<file path="config.mk">
export PLATFORM = sky130hd
export DESIGN_NAME = rpqd_ptr_table
export DESIGN_NICKNAME = d
export VERILOG_FILES = /design/src/rtl/core/rpqd_ptr_table.sv
export SDC_FILE = /design/constraint.sdc
export NUM_CORES = 1
export LEC_CHECK = 0
export ABC_AREA = 1
export BUFFER_PORTS_ARGS = -buffer_cell sky130_fd_sc_hd__buf_2
export CAP_MARGIN = 20
export CORE_MARGIN = 2
export CORE_UTILIZATION = 64
export CTS_BUF_LIST = sky130_fd_sc_hd__clkbuf_4
export CTS_CLUSTER_DIAMETER = 50
export CTS_CLUSTER_SIZE = 28
export DETAILED_ROUTE_END_ITERATION = 7
export PLACE_DENSITY = 0.83
export SETUP_SLACK_MARGIN = 0.2
export SYNTH_ARGS = -nofsm -noshare
export SYNTH_HDL_FRONTEND = slang
export SYNTH_SLANG_ARGS = --single-unit
</file>
<file path="constraint.sdc">
create_clock -name clk -period 1.8 [get_ports clk]
set_input_delay 0.09 -clock clk [delete_from_list [all_inputs] [get_ports clk]]
set_output_delay 0.09 -clock clk [all_outputs]
set_load 0.05 [all_outputs]
</file>
<file path="src/rtl/core/rpqd_ptr_table.sv">
// Per-queue pointer table (head, tail and fill count packed in one word).
// Registered read with a one-entry bypass for a write to the entry being read,
// and a valid bit per entry so that unwritten entries read as zero. No dependencies.
`default_nettype none

module rpqd_ptr_table #(
    parameter int ENTRIES   = 8,
    parameter int ADDR_BITS = 3,
    parameter int DATA_BITS = 19
) (
    input  wire logic                 clk,
    input  wire logic                 rst_n,
    input  wire logic [ADDR_BITS-1:0] rd_addr,
    output logic      [DATA_BITS-1:0] rd_data,
    input  wire logic                 wr_en,
    input  wire logic [ADDR_BITS-1:0] wr_addr,
    input  wire logic [DATA_BITS-1:0] wr_data
);

    logic [DATA_BITS-1:0] mem [ENTRIES];
    logic [ENTRIES-1:0]   valid_reg;
    logic [DATA_BITS-1:0] rd_word_reg;
    logic [ADDR_BITS-1:0] rd_addr_reg;
    logic                 fwd_en_reg;
    logic [ADDR_BITS-1:0] fwd_addr_reg;
    logic [DATA_BITS-1:0] fwd_data_reg;

    always_ff @(posedge clk)
    begin
        if (wr_en)
        begin
            mem[wr_addr] <= wr_data;
        end
        rd_word_reg  <= valid_reg[rd_addr] ? mem[rd_addr] : '0;
        rd_addr_reg  <= rd_addr;
        fwd_addr_reg <= wr_addr;
        fwd_data_reg <= wr_data;
    end

    always_ff @(posedge clk or negedge rst_n)
    begin
        if (!rst_n)
        begin
            valid_reg  <= '0;
            fwd_en_reg <= 1'b0;
        end
        else
        begin
            fwd_en_reg <= wr_en;
            if (wr_en)
            begin
                valid_reg[wr_addr] <= 1'b1;
            end
        end
    end

    // A write in the same cycle as the read is missed by the array; take it from the bypass.
    assign rd_data = (fwd_en_reg && (fwd_addr_reg == rd_addr_reg)) ? fwd_data_reg : rd_word_reg;

endmodule

`default_nettype wire

</file>
==> impl_metrics.py, run 1 <==
metrics = {
    "run_status": {
        "status": "complete, but fails checks",
        "violations": "setup timing",
    },
    "layout": {
        "area_growth_pct": 17.5,
        "most-common-layout-cells": "nand2_1 (287), inv_1 (185), edfxtp_1 (152), nand3_1 (99), dfxtp_1 (41)",
        "finish.utilization": 0.777,
        "layout.cells.most_common": "nand2_1",
        "finish.instance_area_mm2": 0.00989,
        "drive_gt1_frac": 0.166,
        "largest_reg_flops": 152,
        "final_net_count": 989,
    },
    "clock_tree": {
        "tritoncts.num_buffers": 19,
        "clk_latency_ns": 0.61,
        "tritoncts": "built",
        "cts_root_buffer": "clkbuf_4",
        "clock_path_buffers": 3,
        "cts_num_sinks": 205,
        "htreeDepth": 1,
        "clk_pin_slew_worst_paths_ns": 0.15,
    },
    "sta": {
        "layout_setup_ws_ns": -0.273,
        "final-max-slew-violation-count": 0,
        "fin_crit_sh": 1.15,
        "report.final.hold_viol_count": 0,
        "post-route-min-period_ns": 2.07,
        "timing.fmax_mhz": 483,
        "final-setup-viol-count": 19,
        "timing.slew.headroom": 0.655,
        "setup_repair_after_global_routing_missed_its_margin": "yes",
        "worstMarginPinSlew_ns": 0.517,
        "finClkSkew_ns": 0.0262,
    },
    "drt": {
        "route.detailed.vias_per_inst": 5.29,
        "vias": 6064,
        "drt-wirelength-per-cell_um": 17.3,
        "drc": 0,
        "final_antenna_net_count": 0,
        "detail_route.wirelength_mm": 19.8,
        "detailedRoute.firstIterationViolations": 833,
        "drtPass1Iterations": 5,
    },
    "setup_path": {
        "required_time_of_the_worst_setup_path_ns": 1.71,
        "end_kind": "output port",
        "timing.critical_path.from_type": "flip-flop",
        "critPathKind": "reg2out",
        "critPathArrivalTime_ns": 1.98,
        "worstPathMaxFanout": 6,
    },
    "logic_synthesis": {
        "yosys.area.top_type_share": 0.542,
        "yosys.area.top_type": "edfxtp_1",
        "synth.avg_cell_area_um2": 9.63,
        "top_area_cells_in_the_synthesized_netlist": "edfxtp_1 (54%), nand2_1 (15%), dfxtp_1 (10%)",
        "synthesis.area_mm2": 0.00842,
        "synth_seq_cells": 205,
        "synthesis.nets": 902,
        "synth_sequential_area_ratio": 0.673,
        "synth_warnings": 0,
        "postSynthCellCount": 874,
        "synth_cell_types": 16,
    },
    "pwr": {
        "power_leakage_nw": 4.72,
        "vdd_ir_drop_max_mv": 0.511,
        "power_density_mw_per_mm2": 898,
    },
    "die": {
        "rows": 41,
        "die_x_um": 119,
        "core_outline_area_mm2": 0.0127,
        "die_height_um": 119,
        "initial_utilization": 0.662,
        "floorplan.die_area_mm2": 0.0141,
        "boundaryPins": 47,
    },
    "min_path": {
        "worstHoldPathType": "in2reg",
    },
    "global_route": {
        "grtUsageTotal": 0.266,
        "grt_overflow": 0,
        "antenna_found_initial": 1,
        "wire_length_of_the_first_global_routing_pass_mm": 29.3,
        "grt_max_degree": 65,
        "vias_in_the_first_global_route": 5894,
    },
    "placed_design": {
        "detailedPlace.worstSlack_ns": 0.312,
        "io_buffers": 46,
        "place.gp.congestion": 0.861,
        "detailedPlacementHpwl_mm": 10.3,
        "detailed_place.area_mm2": 0.00886,
    },
    "flow_run": {
        "max_capacitance_violation_total": 0,
    },
}
[where the power goes]
group	switching, W	leakage, nW	internal [W]
registers	0.0000699	1.83	0.00526
logic	0.000779	2.73	0.000430
clock network	0.00155	0.160	0.000799
[kinds of logic after synthesis]
| logic type | after synthesis | share of synthesized area |
|---|---|---|
| AO/OA/AOI/OAI | 9 | 0.00535 |
| AND/OR/NAND/NOR | 437 | 0.210 |
| flip-flops | 205 | 0.673 |
| XOR/XNOR | 1 | 0.00104 |
| buffers and inverters | 222 | 0.110 |
[metal layers]
metal  GRT usage  wire length [um]  vias to the layer above
met4       0.104               434                        0
met1       0.366              7410                     2844
met2       0.430             10000                      320
met5           0                 0                        -
li1            -                 -                     2861
met3      0.0410              1930                       39
[layout make-up]
type                    instances  area [um2]
flip-flops and latches        205        5670
fillers                       763        2830
multi-input cells             447        2020
repair buffers                101         996
inverters                     187         704
well taps                     172         215
clock buffers                  21         158
clock inverters                12         120
diodes                          1        2.50
[what timing repair did]
item,CTS,global route
hold buffers,27,0
setup buffers,2,2
setup endpoints to repair,19,19
hold endpoints to repair,201,0
pin swaps,3,11
resized for setup,60,59
cloned,1,2
[final timing paths]
path / start / end / slack [ns] / cells after the start
max: fwd_addr_reg[1]$_DFF_P_ / rd_data[9] / -0.27 / 9
min: rd_addr[1] / rd_word_reg[3]$_SDFF_PN0_ / 0.07 / 7
max reg2reg: valid_reg[6]$_DFFE_PN0P_ / rd_word_reg[11]$_SDFF_PN0_ / 0.38 / 8
min reg2reg: valid_reg[4]$_DFFE_PN0P_ / valid_reg[4]$_DFFE_PN0P_ / 0.49 / 2
max in group asynchronous: rst_n / valid_reg[7]$_DFFE_PN0P_ / 1.05 / 3
min in group asynchronous: rst_n / valid_reg[6]$_DFFE_PN0P_ / 0.46 / 3
[cell usage after synthesis (all sizes together)]
master and count:
edfxtp 152, inv 187, buf 32, dfxtp 44
nor2 11, clkbuf 3, o21ai 9, dfrtp 9
nand3 99, nand2 327, xor2 1
[through the flow]
stage	setup TNS (ns)	total power (W)	hold slack, ns	cells
finish	-4.79	0.00888	0.0703	1146
global placement	0	0.00631	-0.0596	1078
CTS	-3.27	0.00875	0.0303	1141
detailed placement	0	0.00634	-0.0563	1078
floorplan	0	0.00604	-0.206	874
global route	-5.89	0.00919	0.0757	1146
[worst max-delay path, stage by stage (launching register included)]
cell	delay [ns]
dfxtp_1	0.34
inv_1	0.07
nand2_1	0.09
nand2_2	0.08
nor2_4	0.12
buf_12	0.14
clkbuf_16	0.14
nand3_1	0.11
nand2_2	0.12
buf_8	0.15
(Power assumes the default switching activity.)
==> run 2, diff against run 1 <==
Settings changed: MAX_ROUTING_LAYER set to met4, SETUP_SLACK_MARGIN 0.2 to 0.1.
==> impl_metrics.py, run 2 (synthesis results as in run 1) <==
metrics = {
    "sta": {
        "fin_worst_hold_slack_ns": 0.0681,
        "post-route-min-period_ns": 2.05,
        "timing.slew.headroom": 0.654,
        "worstMarginPinSlew_ns": 0.519,
        "setup_repair_after_global_routing_missed_its_margin": "yes",
        "report.final.hold_viol_count": 0,
        "layout_setup_ws_ns": -0.249,
        "final-max-slew-violation-count": 0,
        "final-setup-viol-count": 19,
        "finClkSkew_ns": 0.0262,
        "timing.fmax_mhz": 488,
        "fin_crit_sh": 1.14,
    },
    "pwr": {
        "power_switching_share": 0.270,
        "vdd_ir_drop_max_mv": 0.510,
        "power.share.clock": 0.264,
        "cell_int_power_w": 0.00649,
        "power_leakage_nw": 4.72,
        "p_seq_frac": 0.599,
        "comb_power_share": 0.137,
        "design_power_total_w": 0.00890,
        "p_sw_w": 0.00240,
        "power_density_mw_per_mm2": 899,
    },
    "min_path": {
        "worstHoldPathType": "in2reg",
        "hold_sp": "rd_addr[1]",
        "min_delay_worst_endpoint": "rd_word_reg[3]$_SDFF_PN0_",
        "worstHoldPathCells": 7,
    },
    "layout": {
        "fillerInstances": 747,
        "drive_gt1_frac": 0.166,
        "final_net_count": 989,
        "largest_reg_flops": 152,
        "most-common-layout-cells": "nand2_1 (287), inv_1 (185), edfxtp_1 (152), nand3_1 (99), dfxtp_1 (41)",
        "layout.cells.most_common": "nand2_1",
        "area_growth_pct": 17.6,
    },
    "drt": {
        "drt-wirelength-per-cell_um": 17.5,
        "drtPass1Iterations": 5,
        "detailedRoute.firstIterationViolations": 867,
        "detail_route.wirelength_mm": 20.0,
        "route.detailed.vias_per_inst": 5.36,
        "drc": 0,
        "final_antenna_net_count": 0,
        "vias": 6137,
    },
    "die": {
        "boundaryPins": 47,
        "core_outline_area_mm2": 0.0127,
        "die_x_um": 119,
        "initial_utilization": 0.662,
        "floorplan.die_area_mm2": 0.0141,
        "rows": 41,
        "die_height_um": 119,
    },
    "run_status": {
        "violations": "setup timing",
        "status": "complete, but fails checks",
    },
    "setup_path": {
        "required_time_of_the_worst_setup_path_ns": 1.71,
        "critPathKind": "reg2out",
        "timing.critical_path.from_type": "flip-flop",
        "r2r.worst_path.cells": 8,
        "r2r_start": "valid_reg[2]$_DFFE_PN0P_",
        "reg2reg_to": "rd_word_reg[11]$_SDFF_PN0_",
        "reg2reg_slack_ns": 0.40,
        "end_kind": "output port",
        "critPathArrivalTime_ns": 1.96,
        "worstPathMaxFanout": 6,
    },
    "global_route": {
        "globalRoute.busiestLayer": "met2",
        "grt_overflow": 0,
        "grtUsageTotal": 0.274,
        "use_met3": 0.0410,
        "grtUsageMet1": 0.364,
        "vias_in_the_first_global_route": 5902,
        "grt_max_degree": 65,
        "gr_met2_demand_resource": 0.432,
        "antenna_found_initial": 1,
        "wire_length_of_the_first_global_routing_pass_mm": 29.2,
    },
    "clock_tree": {
        "clk_pin_slew_worst_paths_ns": 0.16,
        "clock_path_buffers": 3,
        "tritoncts.num_buffers": 19,
        "tritoncts": "built",
        "htreeDepth": 1,
        "cts_num_sinks": 205,
        "cts_root_buffer": "clkbuf_4",
        "clk_latency_ns": 0.61,
    },
    "placed_design": {
        "detailedPlacementHpwl_mm": 10.3,
        "io_buffers": 46,
        "place.gp.congestion": 0.875,
    },
    "flow_run": {
        "max_capacitance_violation_total": 0,
    },
}
## run 2: critical path, stage by stage (launching register included)
cell	delay, ns
dfxtp_2	0.38
xor2_1	0.22
nor2_2	0.08
buf_6	0.14
nand2_8	0.09
buf_12	0.15
nand2_2	0.06
nand2_2	0.07
buf_6	0.15
## run 2: area by class of cell
type	count	area [um2]	share of cell area
flip-flops and latches	205	5670	0.573
inverters	187	704	0.0712
well taps	172	215	0.0217
clock inverters	12	120	0.0121
multi-input cells	447	2030	0.205
repair buffers	101	1000	0.101
diodes	1	2.50	0.000253
clock buffers	21	158	0.0159
## run 2: power groups by stage
stage / sequential, W / clock (W) / combinational [W]
after floorplan: 0.00540 / 0 / 0.000634
after global placement: 0.00541 / 0 / 0.000897
after detailed placement: 0.00542 / 0 / 0.000921
after CTS: 0.00531 / 0.00236 / 0.00108
after global routing: 0.00535 / 0.00255 / 0.00130
final: 0.00533 / 0.00235 / 0.00122
## run 2: through the flow
stage           util  setup slack, ns  std cells  cell area (um2)  TNS, ns
5_1_grt        0.778           -0.344       1146             9900    -6.13
3_3_place_gp   0.696            0.295       1078             8860        0
4_1_cts        0.755           -0.190       1141             9610    -3.27
2_1_floorplan      -            0.309        874             8420        0
6_report       0.778           -0.249       1146             9900    -4.36
3_5_place_dp   0.696            0.312       1078             8860        0
## run 2: worst max path at each step
| stage | start | endpoint | slack (ns) | cells past startpoint |
|---|---|---|---|---|
| floorplan | wr_addr[0] | mem[0][0]$_DFFE_PP_ | 0.31 | 3 |
| global placement | rd_addr_reg[2]$_DFF_P_ | rd_data[6] | 0.29 | 6 |
| detailed placement | rd_addr_reg[2]$_DFF_P_ | rd_data[6] | 0.31 | 6 |
| CTS | rd_addr_reg[2]$_DFF_P_ | rd_data[7] | -0.19 | 8 |
| global route | rd_addr_reg[2]$_DFF_P_ | rd_data[15] | -0.34 | 8 |
| finish | rd_addr_reg[2]$_DFF_P_ | rd_data[15] | -0.25 | 8 |
## run 2: timing repair
item                                    in CTS  in global routing
endpoints found under the setup margin      19                 19
resized for setup                           60                 61
setup buffers                                2                  2
hold buffers                                27                  0
pin swaps                                    3                 11
gates cloned                                 1                  2
endpoints found under the hold margin      201                  0
## run 2: routing by layer
layer / up-vias / wire [um]
met4: 0 / 543
met3: 58 / 1880
met2: 340 / 9950
met5: - / 0
li1: 2861 / -
met1: 2878 / 7630
